File: src/hdl/mse_pkg.sv
`timescale 1ns / 1ps
`default_nettype none
// ----------------------------------------------------------------------------
// MIPS subset execute - shared package
// Operation codes, syscall codes, widths and the item and result records that
// pass between the execute stage and its arithmetic unit.
// ----------------------------------------------------------------------------
package mse_pkg;

  // Register file geometry and data width.
  localparam int NUM_REGS = 32;
  localparam int REG_AW   = 5;
  localparam int DATA_W   = 32;

  // Program counter width; results wrap at this many bits.
  localparam int          PC_WIDTH = 16;
  localparam logic [15:0] PC_MASK  = 16'((64'd1 << PC_WIDTH) - 64'd1);

  // Operation codes.
  localparam logic [3:0] OP_ADD     = 4'd0;
  localparam logic [3:0] OP_SUB     = 4'd1;
  localparam logic [3:0] OP_SLT     = 4'd2;
  localparam logic [3:0] OP_MUL     = 4'd3;
  localparam logic [3:0] OP_BEQ     = 4'd4;
  localparam logic [3:0] OP_BNE     = 4'd5;
  localparam logic [3:0] OP_ADDI    = 4'd6;
  localparam logic [3:0] OP_ORI     = 4'd7;
  localparam logic [3:0] OP_LUI     = 4'd8;
  localparam logic [3:0] OP_SYSCALL = 4'd9;

  // Registers read by a syscall: call number and argument.
  localparam logic [REG_AW-1:0] REG_V0 = 5'd2;
  localparam logic [REG_AW-1:0] REG_A0 = 5'd4;

  // Syscall numbers held in the call number register.
  localparam logic [DATA_W-1:0] CALL_PRINT_INT  = 32'd1;
  localparam logic [DATA_W-1:0] CALL_EXIT       = 32'd10;
  localparam logic [DATA_W-1:0] CALL_PRINT_CHAR = 32'd11;

  // Reported syscall actions.
  localparam logic [2:0] SYS_NONE       = 3'd0;
  localparam logic [2:0] SYS_PRINT_INT  = 3'd1;
  localparam logic [2:0] SYS_PRINT_CHAR = 3'd2;
  localparam logic [2:0] SYS_EXIT       = 3'd3;
  localparam logic [2:0] SYS_UNKNOWN    = 3'd4;

  // Decoded instruction fields held while the operands are read.
  typedef struct packed {
    logic [3:0]        op;
    logic [REG_AW-1:0] dest;
    logic [15:0]       imm;
    logic [15:0]       pc;
  } item_t;

  // Everything one instruction produces.
  typedef struct packed {
    logic              reg_written;
    logic [REG_AW-1:0] windex;
    logic [DATA_W-1:0] wvalue;
    logic              taken;
    logic [15:0]       npc;
    logic [2:0]        sys_action;
    logic [DATA_W-1:0] sys_value;
    logic              stop;
  } result_t;

endpackage
`default_nettype wire

File: src/hdl/mse_regfile.sv
`timescale 1ns / 1ps
`default_nettype none
// ----------------------------------------------------------------------------
// MIPS subset execute - register file
// 32 x 32-bit synchronous memory with two registered read ports and one
// write port. Per-entry valid bits make every entry read as zero after reset.
// ----------------------------------------------------------------------------
module mse_regfile (
  input  wire logic                       clk,
  input  wire logic                       rst,
  input  wire logic                       rd_en,
  input  wire logic [mse_pkg::REG_AW-1:0] rd_addr_a,
  input  wire logic [mse_pkg::REG_AW-1:0] rd_addr_b,
  output logic      [mse_pkg::DATA_W-1:0] rd_data_a,
  output logic      [mse_pkg::DATA_W-1:0] rd_data_b,
  input  wire logic                       wr_en,
  input  wire logic [mse_pkg::REG_AW-1:0] wr_addr,
  input  wire logic [mse_pkg::DATA_W-1:0] wr_data
);
  import mse_pkg::*;

  logic [DATA_W-1:0]   mem [NUM_REGS];
  logic [NUM_REGS-1:0] valid;
  logic [DATA_W-1:0]   mem_a;
  logic [DATA_W-1:0]   mem_b;
  logic                hit_a;
  logic                hit_b;

  // Write port. The array itself has no reset; the valid bits stand in for it.
  always_ff @(posedge clk) begin
    if (wr_en) begin
      mem[wr_addr] <= wr_data;
    end
  end

  always_ff @(posedge clk) begin
    if (rst) begin
      valid <= '0;
    end else if (wr_en) begin
      valid[wr_addr] <= 1'b1;
    end
  end

  // Registered read ports. A read in the cycle of a write to
  // the same entry returns the old contents.
  always_ff @(posedge clk) begin
    if (rd_en) begin
      mem_a <= mem[rd_addr_a];
      mem_b <= mem[rd_addr_b];
      hit_a <= valid[rd_addr_a] && (rd_addr_a != '0);
      hit_b <= valid[rd_addr_b] && (rd_addr_b != '0);
    end
  end

  // Register zero and never-written entries read as zero.
  assign rd_data_a = hit_a ? mem_a : '0;
  assign rd_data_b = hit_b ? mem_b : '0;

endmodule
`default_nettype wire

File: src/hdl/mse_alu.sv
`timescale 1ns / 1ps
`default_nettype none
// ----------------------------------------------------------------------------
// MIPS subset execute - arithmetic unit
// Computes the register write, branch outcome, next PC and syscall report of
// one instruction from its fields and its two operand values.
// ----------------------------------------------------------------------------
module mse_alu (
  input  wire mse_pkg::item_t               item,
  input  wire logic [mse_pkg::DATA_W-1:0]   opa,
  input  wire logic [mse_pkg::DATA_W-1:0]   opb,
  output mse_pkg::result_t                  res
);
  import mse_pkg::*;

  logic [DATA_W-1:0] imm_sext;
  logic [DATA_W-1:0] imm_zext;
  logic [DATA_W-1:0] product;
  logic [DATA_W-1:0] value;
  logic              write;
  logic              taken;
  logic [15:0]       pc_m;
  logic [2:0]        act;
  logic [DATA_W-1:0] sval;
  logic              stop;

  assign imm_sext = {{16{item.imm[15]}}, item.imm};
  assign imm_zext = {16'd0, item.imm};
  assign product  = opa * opb;
  assign pc_m     = item.pc & PC_MASK;

  // Operation select.
  always_comb begin
    write = 1'b0;
    value = '0;
    taken = 1'b0;
    unique case (item.op)
      OP_ADD:  begin write = 1'b1; value = opa + opb; end
      OP_SUB:  begin write = 1'b1; value = opa - opb; end
      OP_SLT:  begin write = 1'b1; value = {31'd0, $signed(opa) < $signed(opb)}; end
      OP_MUL:  begin write = 1'b1; value = product; end
      OP_BEQ:  taken = (opa == opb);
      OP_BNE:  taken = (opa != opb);
      OP_ADDI: begin write = 1'b1; value = opa + imm_sext; end
      OP_ORI:  begin write = 1'b1; value = opa | imm_zext; end
      OP_LUI:  begin write = 1'b1; value = {item.imm, 16'd0}; end
      default: ;
    endcase
  end

  // Syscall decode: operand A carries the call number, operand B the argument.
  always_comb begin
    act  = SYS_NONE;
    sval = '0;
    stop = 1'b0;
    if (item.op == OP_SYSCALL) begin
      priority if (opa == CALL_PRINT_INT) begin
        act  = SYS_PRINT_INT;
        sval = opb;
      end else if (opa == CALL_EXIT) begin
        act  = SYS_EXIT;
        sval = opa;
        stop = 1'b1;
      end else if (opa == CALL_PRINT_CHAR) begin
        act  = SYS_PRINT_CHAR;
        sval = opb;
      end else begin
        act  = SYS_UNKNOWN;
        sval = opa;
        stop = 1'b1;
      end
    end
  end

  // Result record. A write to register zero is dropped entirely.
  always_comb begin
    res.reg_written = write && (item.dest != '0);
    res.windex      = res.reg_written ? item.dest : '0;
    res.wvalue      = res.reg_written ? value : '0;
    res.taken       = taken;
    res.npc         = (taken ? (pc_m + item.imm) : (pc_m + 16'd1)) & PC_MASK;
    res.sys_action  = act;
    res.sys_value   = sval;
    res.stop        = stop;
  end

endmodule
`default_nettype wire

File: src/hdl/mips_subset_execute.sv
`timescale 1ns / 1ps
`default_nettype none
// ----------------------------------------------------------------------------
// MIPS subset execute - top level
// Executes one decoded instruction per transfer against the register file and
// reports the register write, branch outcome, next PC and syscall action.
// ----------------------------------------------------------------------------
//
//  Channel  Direction  Handshake              Payload
//  input    in         in_valid / in_stall    op, dest_reg, src_reg_a, src_reg_b,
//                                             immediate, current_pc
//  output   out        out_valid / out_stall  reg_written, written_index,
//                                             written_value, branch_taken, next_pc,
//                                             sys_action, sys_value, stop_request
//
// One instruction per cycle is accepted while the input is not stalled; a result passes
// through the register file read, then execute into the output register.
// The single register file write port and the result written back from the
// execute cycle are forwarded to the following instruction.
// Reset clears all register file entries through per-entry valid
// bits; no clearing pass is needed.
// A held output register stalls the execute stage, which, when it holds an
// instruction, stalls the input in the same cycle.
// ----------------------------------------------------------------------------
module mips_subset_execute (
  input  wire logic        clk,
  input  wire logic        rst,
  input  wire logic        in_valid,
  output logic             in_stall,
  input  wire logic [3:0]  op,
  input  wire logic [4:0]  dest_reg,
  input  wire logic [4:0]  src_reg_a,
  input  wire logic [4:0]  src_reg_b,
  input  wire logic [15:0] immediate,
  input  wire logic [15:0] current_pc,
  output logic             out_valid,
  input  wire logic        out_stall,
  output logic             reg_written,
  output logic [4:0]       written_index,
  output logic [31:0]      written_value,
  output logic             branch_taken,
  output logic [15:0]      next_pc,
  output logic [2:0]       sys_action,
  output logic [31:0]      sys_value,
  output logic             stop_request
);
  import mse_pkg::*;

  logic              accept;
  logic              s1_go;
  logic              s1_valid;
  item_t             s1_item;
  logic [REG_AW-1:0] s1_addr_a;
  logic [REG_AW-1:0] s1_addr_b;
  logic [REG_AW-1:0] rd_addr_a;
  logic [REG_AW-1:0] rd_addr_b;
  logic [DATA_W-1:0] rd_data_a;
  logic [DATA_W-1:0] rd_data_b;
  logic [DATA_W-1:0] opa;
  logic [DATA_W-1:0] opb;
  result_t           res;
  logic              wr_en;
  logic              wb_valid;
  logic [REG_AW-1:0] wb_idx;
  logic [DATA_W-1:0] wb_data;

  // Handshake: the execute stage moves on when the output register is free.
  assign s1_go    = !out_valid || !out_stall;
  assign in_stall = s1_valid && !s1_go;
  assign accept   = in_valid && !in_stall;

  // A syscall reads the call number and argument registers instead.
  assign rd_addr_a = (op == OP_SYSCALL) ? REG_V0 : src_reg_a;
  assign rd_addr_b = (op == OP_SYSCALL) ? REG_A0 : src_reg_b;

  // Register file write happens as the executed instruction leaves.
  assign wr_en = s1_valid && s1_go && res.reg_written;

  mse_regfile u_regfile (
    .clk       (clk),
    .rst       (rst),
    .rd_en     (accept),
    .rd_addr_a (rd_addr_a),
    .rd_addr_b (rd_addr_b),
    .rd_data_a (rd_data_a),
    .rd_data_b (rd_data_b),
    .wr_en     (wr_en),
    .wr_addr   (res.windex),
    .wr_data   (res.wvalue)
  );

  // Read stage: hold the instruction fields while its operands are read.
  always_ff @(posedge clk) begin
    if (rst) begin
      s1_valid <= 1'b0;
    end else if (accept) begin
      s1_valid <= 1'b1;
    end else if (s1_go) begin
      s1_valid <= 1'b0;
    end
  end

  always_ff @(posedge clk) begin
    if (accept) begin
      s1_item.op   <= op;
      s1_item.dest <= dest_reg;
      s1_item.imm  <= immediate;
      s1_item.pc   <= current_pc;
      s1_addr_a    <= rd_addr_a;
      s1_addr_b    <= rd_addr_b;
    end
  end

  // Last write, kept to cover a read issued in the same cycle as that write.
  always_ff @(posedge clk) begin
    if (rst) begin
      wb_valid <= 1'b0;
    end else if (wr_en) begin
      wb_valid <= 1'b1;
    end
  end

  always_ff @(posedge clk) begin
    if (wr_en) begin
      wb_idx  <= res.windex;
      wb_data <= res.wvalue;
    end
  end

  // Operand forwarding from the last write.
  assign opa = (wb_valid && wb_idx == s1_addr_a) ? wb_data : rd_data_a;
  assign opb = (wb_valid && wb_idx == s1_addr_b) ? wb_data : rd_data_b;

  mse_alu u_alu (
    .item (s1_item),
    .opa  (opa),
    .opb  (opb),
    .res  (res)
  );

  // Output register.
  always_ff @(posedge clk) begin
    if (rst) begin
      out_valid <= 1'b0;
    end else if (s1_go) begin
      out_valid <= s1_valid;
    end
  end

  always_ff @(posedge clk) begin
    if (s1_valid && s1_go) begin
      reg_written   <= res.reg_written;
      written_index <= res.windex;
      written_value <= res.wvalue;
      branch_taken  <= res.taken;
      next_pc       <= res.npc;
      sys_action    <= res.sys_action;
      sys_value     <= res.sys_value;
      stop_request  <= res.stop;
    end
  end

  // An empty execute stage never holds off the input.
  a_no_stall_when_empty: assert property (@(posedge clk) disable iff (rst)
    !s1_valid |-> !in_stall)
    else $error("input stalled with an empty execute stage");

  // Register zero is never written.
  a_no_zero_write: assert property (@(posedge clk) disable iff (rst)
    wr_en |-> (res.windex != '0))
    else $error("write to register zero");

  // An instruction leaving the execute stage shows up at the output.
  a_result_follows: assert property (@(posedge clk) disable iff (rst)
    (s1_valid && s1_go) |=> out_valid)
    else $error("executed instruction lost");

  // The forwarding register captures every write.
  a_forward_capture: assert property (@(posedge clk) disable iff (rst)
    wr_en |=> (wb_valid && wb_idx == $past(res.windex) && wb_data == $past(res.wvalue)))
    else $error("forwarding register missed a write");

endmodule
`default_nettype wire

File: config.mk
export PLATFORM = sky130hd
export DESIGN_NAME = mips_subset_execute
export DESIGN_NICKNAME = d
export VERILOG_FILES = /design/src/hdl/mse_pkg.sv /design/src/hdl/mse_regfile.sv /design/src/hdl/mse_alu.sv /design/src/hdl/mips_subset_execute.sv
export SDC_FILE = /design/constraint.sdc
export NUM_CORES = 2
export LEC_CHECK = 0
export BUFFER_PORTS_ARGS = -buffer_cell sky130_fd_sc_hd__buf_2
export CAP_MARGIN = 20
export CORE_ASPECT_RATIO = 2
export CORE_MARGIN = 4
export CORE_UTILIZATION = 42
export CTS_CLUSTER_DIAMETER = 40
export DETAILED_ROUTE_END_ITERATION = 6
export SKIP_LAST_GASP = 1
export SYNTH_ARGS = -nofsm -noshare
export SYNTH_HDL_FRONTEND = slang
export SYNTH_HIERARCHICAL = 1
export SYNTH_SLANG_ARGS = --single-unit
File: constraint.sdc
create_clock -name clk -period 14.2 [get_ports clk]
set_input_delay 0.71 -clock clk [delete_from_list [all_inputs] [get_ports clk]]
set_output_delay 0.71 -clock clk [all_outputs]
set_load 0.005 [all_outputs]
* Yosys cells after proc, flatten, opt, wreduce, memory -nomap -nowiden
Memories as Yosys holds them, arrays and structs flattened. A register that Yosys moved wholly into a read port is not among the register bits.
Cells that the tools add are included.
** Word-level totals
- Latch bits :: 0
- Memory bits (writable) :: 1024
- Memories kept :: 1
- Word-level logic and storage cells :: 109
- Bits in read-only memories :: 0
- Output and inout bits :: 93
- Input port bits :: 55
- Flip-flop bits (word level) :: 216
** Memory list
- u_regfile.mem :: words 32, width 32, rd ports 2, clocked after memory_dff 2, wr ports 1, RTL line mse_regfile.sv:22 : logic [DATA_W-1:0] mem [NUM_REGS];
** Cells by class
- Reductions and logical operators :: 23
- Multiply operators :: 1
- Add/subtract/negate cells :: 5
- Shift operators :: 0
- Magnitude comparators :: 5
- Bitwise logic cells :: 3
- Divide/modulo/power cells :: 0
- Mux-type cells :: 30
- Equality and inequality tests :: 17
** Operator list (count)
- 32-bit two-way mux :: 8
- 32-bit one-hot mux with 7 select lines :: 1
- 32-bit adder :: 2
- 32-bit by 4-bit == test with 1-bit output (second input constant) :: 2
- 32-bit by 1-bit == test with 1-bit output (second input constant) :: 1
- 32-bit == test :: 1
- 32-bit less-than comparator :: 1
- 32-bit by 32-bit multiplier with 32-bit output :: 1
- 32-bit != test :: 1
- 32-bit by 16-bit bitwise OR with 32-bit output :: 1
- 32-bit bitwise OR :: 1
- 32-bit subtractor :: 1
- 5-bit by 6-bit less-than comparator with 1-bit output (second input constant) :: 3
- 16-bit by 1-bit adder with 16-bit output (second input constant) :: 1
- 16-bit adder :: 1
- 4-bit by 3-bit == test with 1-bit output (second input constant) :: 4
- 16-bit two-way mux :: 1
- 5-bit two-way mux :: 3
- 5-bit nonzero test :: 3
- 4-bit == test (second input constant) :: 3
- 1-bit two-way mux :: 11
- 1-bit binary-select mux with 5-bit select :: 2
- 5-bit == test :: 2
- 1-bit logical AND :: 10
- 15 further kinds :: 19

* Longest topological paths before layout
- Depth after elaboration :: 10
- Gate-level depth with buffers :: 34
- Depth with buffers taken out :: 30

* By module
Netlist, hierarchy kept.
** By module, submodules not included
- mse_regfile :: area each 51873.5 um^2, sequential area each 33372.0 um^2, instances 1, cells each 2859
- mse_alu :: area each 21380.5 um^2, sequential area each 0.0 um^2, instances 1, cells each 2629
- mips_subset_execute :: area each 6764.0 um^2, sequential area each 5435.2 um^2, instances 1, cells each 290

* Worst setup path before layout
Ideal clock, no wire load.
- Path kind :: register to register
- Start point :: register wb_idx[3]
- End point :: memory u_regfile.mem[0][30] (data pin)
- Stages on the path, launching flop included :: 33
- Buffers on the path :: 4
- Library setup time :: 0.410 ns
- Data arrival time :: 9.062 ns
- Path slack :: 4.729 ns
- Period minus slack after synthesis :: 9.471 ns
- Required time :: 13.790 ns
- Path through :: edfxtp_1 xor2_1 nor4_1 and3_1 buf_6 buf_12 mux2_4 clkbuf_1 clkbuf_1 and2_1 fa_1 inv_1 fa_1 fa_1 fa_1 inv_1 fa_1 inv_1 fa_1 inv_1 fa_1 fa_1 ha_1 a21o_1 a21o_1 a221o_1 nor2b_1 a211oi_1 a21oi_1 a31oi_1 xnor2_1 nand2_1 a31oi_1
** RTL lines
- from (decl) :: RTL line mips_subset_execute.sv:64 : logic [REG_AW-1:0] wb_idx;
- from (signal assigned) :: RTL line mips_subset_execute.sv:125 : wb_idx <= res.windex;
- to (decl) :: RTL line mse_regfile.sv:22

==> metrics.csv <==
metric,value,unit
synth_edf_count,1269,
ir_drop,0.0757,mV
yosysWarningCount,6,
design_area,88000,um2
worst_pin_slew,1.23,ns
grt_first_pass_wirelength,410,mm
drt-pass1-iter-count,7,
yosys-top-cells-count,"edfxtp_1 (1269), inv_1 (438), fa_1 (411)",
critPathLaunchType,flop,
cts_tree,built,
routedWlPerCell,34.9,um
port_buffers,147,
synthCells,5778,
fin_nets,6510,
synth.cell_area,80000,um2
viasPerCell,6.30,
cellPowerDensity,122,nW/um2
cts_buffers,138,
place_hpwl,192,mm
antenna_found_initial,19,
critPathKind,reg2reg,
slew_headroom,17.8,%
placed_cell_area,83500,um2
synth_area_per_cell,13.8,um2
synthesis.nets,6461,
hp-class,in2reg,
use_met3,4.18,%
num_rows,226,
drive_gt1_share,19.5,%
rsz0062_at_grt,no,
fin_crit,10.46,ns
maxCapViolCount,0,
clk_pin_slew_worst_paths,0.07,ns
fin_cells,8436,
fin_setup_tns,0,ns
timing.final.crit_share,73.7,%
async_flop_share,0,%
io_pins,148,
via_count,53200,
pwr-share-clk,33.2,%
busiest_layer,met2,
violations,DRC,
hold_violations,0,
die_w,317,um
clock_sinks,1304,
met2_usage,52.9,%
synth.area.top_cells,"edfxtp_1 (48%), fa_1 (10%), mux4_2 (9.8%)",
ys_seq_area_share,48.5,%
p_int,7.34,mW
required,14.56,ns
antenna_left,0,
slew_violations,0,
ys_types,85,
seqPwrFrac,40.8,%
first_global_vias,56300,
cts_resized,0,
p_leak,32.5,nW
status,"finished, violations left",
start_util,42.2,%
crit_fanout,34,
r2r_setup_slack,3.74,ns
worstSetupStartpoint,wb_idx[1],
place_inst,8191,
p_switching,3.40,mW
clock_latency,0.80,ns
holdBufCountCts,0,
p_comb_share,26.1,%
root_buffer,clkbuf_16,
wl,294,mm
drcViolationCount,7,
clockBufferDepth,4,
ys_seq_elements,1304,
grt_max_degree,113,
yosysMostFrequentCell,edfxtp_1,
dp_slack,3.85,ns
synth_top_area_share,47.6,%
reg2reg_from,wb_idx[1],
yosys.area.top_type,edfxtp_1,
post_cts_buffers,0,
setup_viol_count_final,0,
place.gp.congestion,0.998,
fin_total_pwr,10.7,mW
max_freq,95.6,MHz
core,189000,um2
drtIter0Drc,4861,
dieArea,198000,um2
grt_remaining_overflow,0,
syn_to_final_growth,9.93,%
use_met1,30.2,%
worstSetupEndpoint,u_regfile/mem[4][28],
skew,0.0528,ns
worst_slack,3.74,ns
grt_usage,29.5,%
h-tree-depth,4,
reg2reg_to,u_regfile/mem[4][28],
reg2reg_depth,26,
swShare,31.6,%
crit_path_end_kind,flop,
critical_path_arrival,10.83,ns
die_y,625,um
synth-main-ff-cell,edfxtp_1,
[cells by family (layout without fill, tap and decap cells)]
group           after synthesis  count (layout)  synth area share [%]
xor+xnor                    162             162                  1.80
compound gates              804             804                  7.17
fa+ha+maj                   628             628                  13.7
mux                         877             877                  16.9
buf+inv                     819             962                  4.69
simple gates               1184            1184                  7.22
flops                      1304            1304                  48.5
other cells                   0               7                     0
[worst min path at each step]
stage          cells after the start           startpoint             endpoint  slack (ns)
6_report                           1         immediate[4]          s1_item[20]        0.09
5_1_grt                            1       current_pc[14]          s1_item[14]        0.07
4_1_cts                            1         immediate[4]          s1_item[20]        0.06
3_5_place_dp                       2  u_regfile/valid[12]  u_regfile/valid[12]        0.48
3_3_place_gp                       2  u_regfile/valid[12]  u_regfile/valid[12]        0.46
2_1_floorplan                      2             wb_valid             wb_valid        0.45
[sequential cells by signal (all words and copies together), names as in the netlist, 3 cells and up]
| signal | cells |
|---|---|
| next_pc | 16 |
| written_value | 32 |
| sys_action | 3 |
| s1_addr_b | 5 |
| written_index | 5 |
| wb_data | 32 |
| wb_idx | 5 |
| u_regfile/mem_a | 32 |
| s1_addr_a | 5 |
| u_regfile/mem | 1024 |
| u_regfile/valid | 32 |
| s1_item | 41 |
| u_regfile/mem_b | 32 |
| sys_value | 32 |
[worst max-delay path: stages, from the launching register on]
cell	delay, ns
edfxtp_1	0.42
xor2_1	0.19
nor4_1	0.28
and3_2	0.48
buf_4	0.48
mux2_4	0.54
and2_1	0.24
fa_1	0.53
fa_1	0.54
fa_1	0.53
inv_1	0.05
fa_1	0.47
inv_1	0.05
fa_1	0.49
fa_1	0.61
fa_1	0.45
fa_1	0.45
ha_1	0.38
a21o_1	0.20
a21o_1	0.17
a221o_1	0.32
nor2b_1	0.14
a211oi_1	0.44
a21oi_1	0.24
xor2_1	0.19
a222oi_1	0.57
a31oi_4	0.47
[placed cells by master (no fill, tap or decap), types with 60 or more instances in the layout]
cell	instances
o22ai_1	117
o21ai_0	89
nor2_1	230
fa_1	411
clkbuf_16	141
buf_4	134
buf_2	147
a21oi_1	158
mux2_4	60
ha_1	217
mux4_2	347
xnor2_1	107
mux2_2	114
edfxtp_1	1269
nand2_1	384
a211oi_1	76
mux2i_1	355
inv_1	438
and2_1	341
a221oi_1	87
[per-layer routing]
metal	part of all wire (%)	vias up
li1	-	21500
met1	31	27600
met2	52	2941
met3	6.8	1116
met4	10	4
met5	0.0068	-
[power groups by stage]
stage / clock (mW) / sequential (mW) / combinational [mW]
finish: 3.56 / 4.38 / 2.80
floorplan: 0 / 4.44 / 1.67
global placement: 0 / 4.46 / 2.72
detailed placement: 0 / 4.46 / 2.73
global route: 3.77 / 4.38 / 2.93
CTS: 3.61 / 4.38 / 2.75
[area by class of cell]
| class | instances | area (um2) |
|---|---|---|
| Sequential cell | 1304 | 38800 |
| Clock buffer | 172 | 3680 |
| Fill cell | 16600 | 101000 |
| Tap cell | 2508 | 3140 |
| Multi-Input combinational cell | 3655 | 38100 |
| Inverter | 439 | 1650 |
| Clock inverter | 62 | 637 |
| Antenna cell | 7 | 17.5 |
| Timing Repair Buffer | 289 | 1900 |
[per-stage QoR]
stage                     utilization, %  hold slack, ns
after floorplan                        -           0.446
after detailed placement            44.1           0.477
final                               46.4          0.0904
after global routing                46.4          0.0662
after global placement              44.1           0.464
after CTS                           46.4          0.0617
Note: power is estimated with default switching activity, not from simulation.
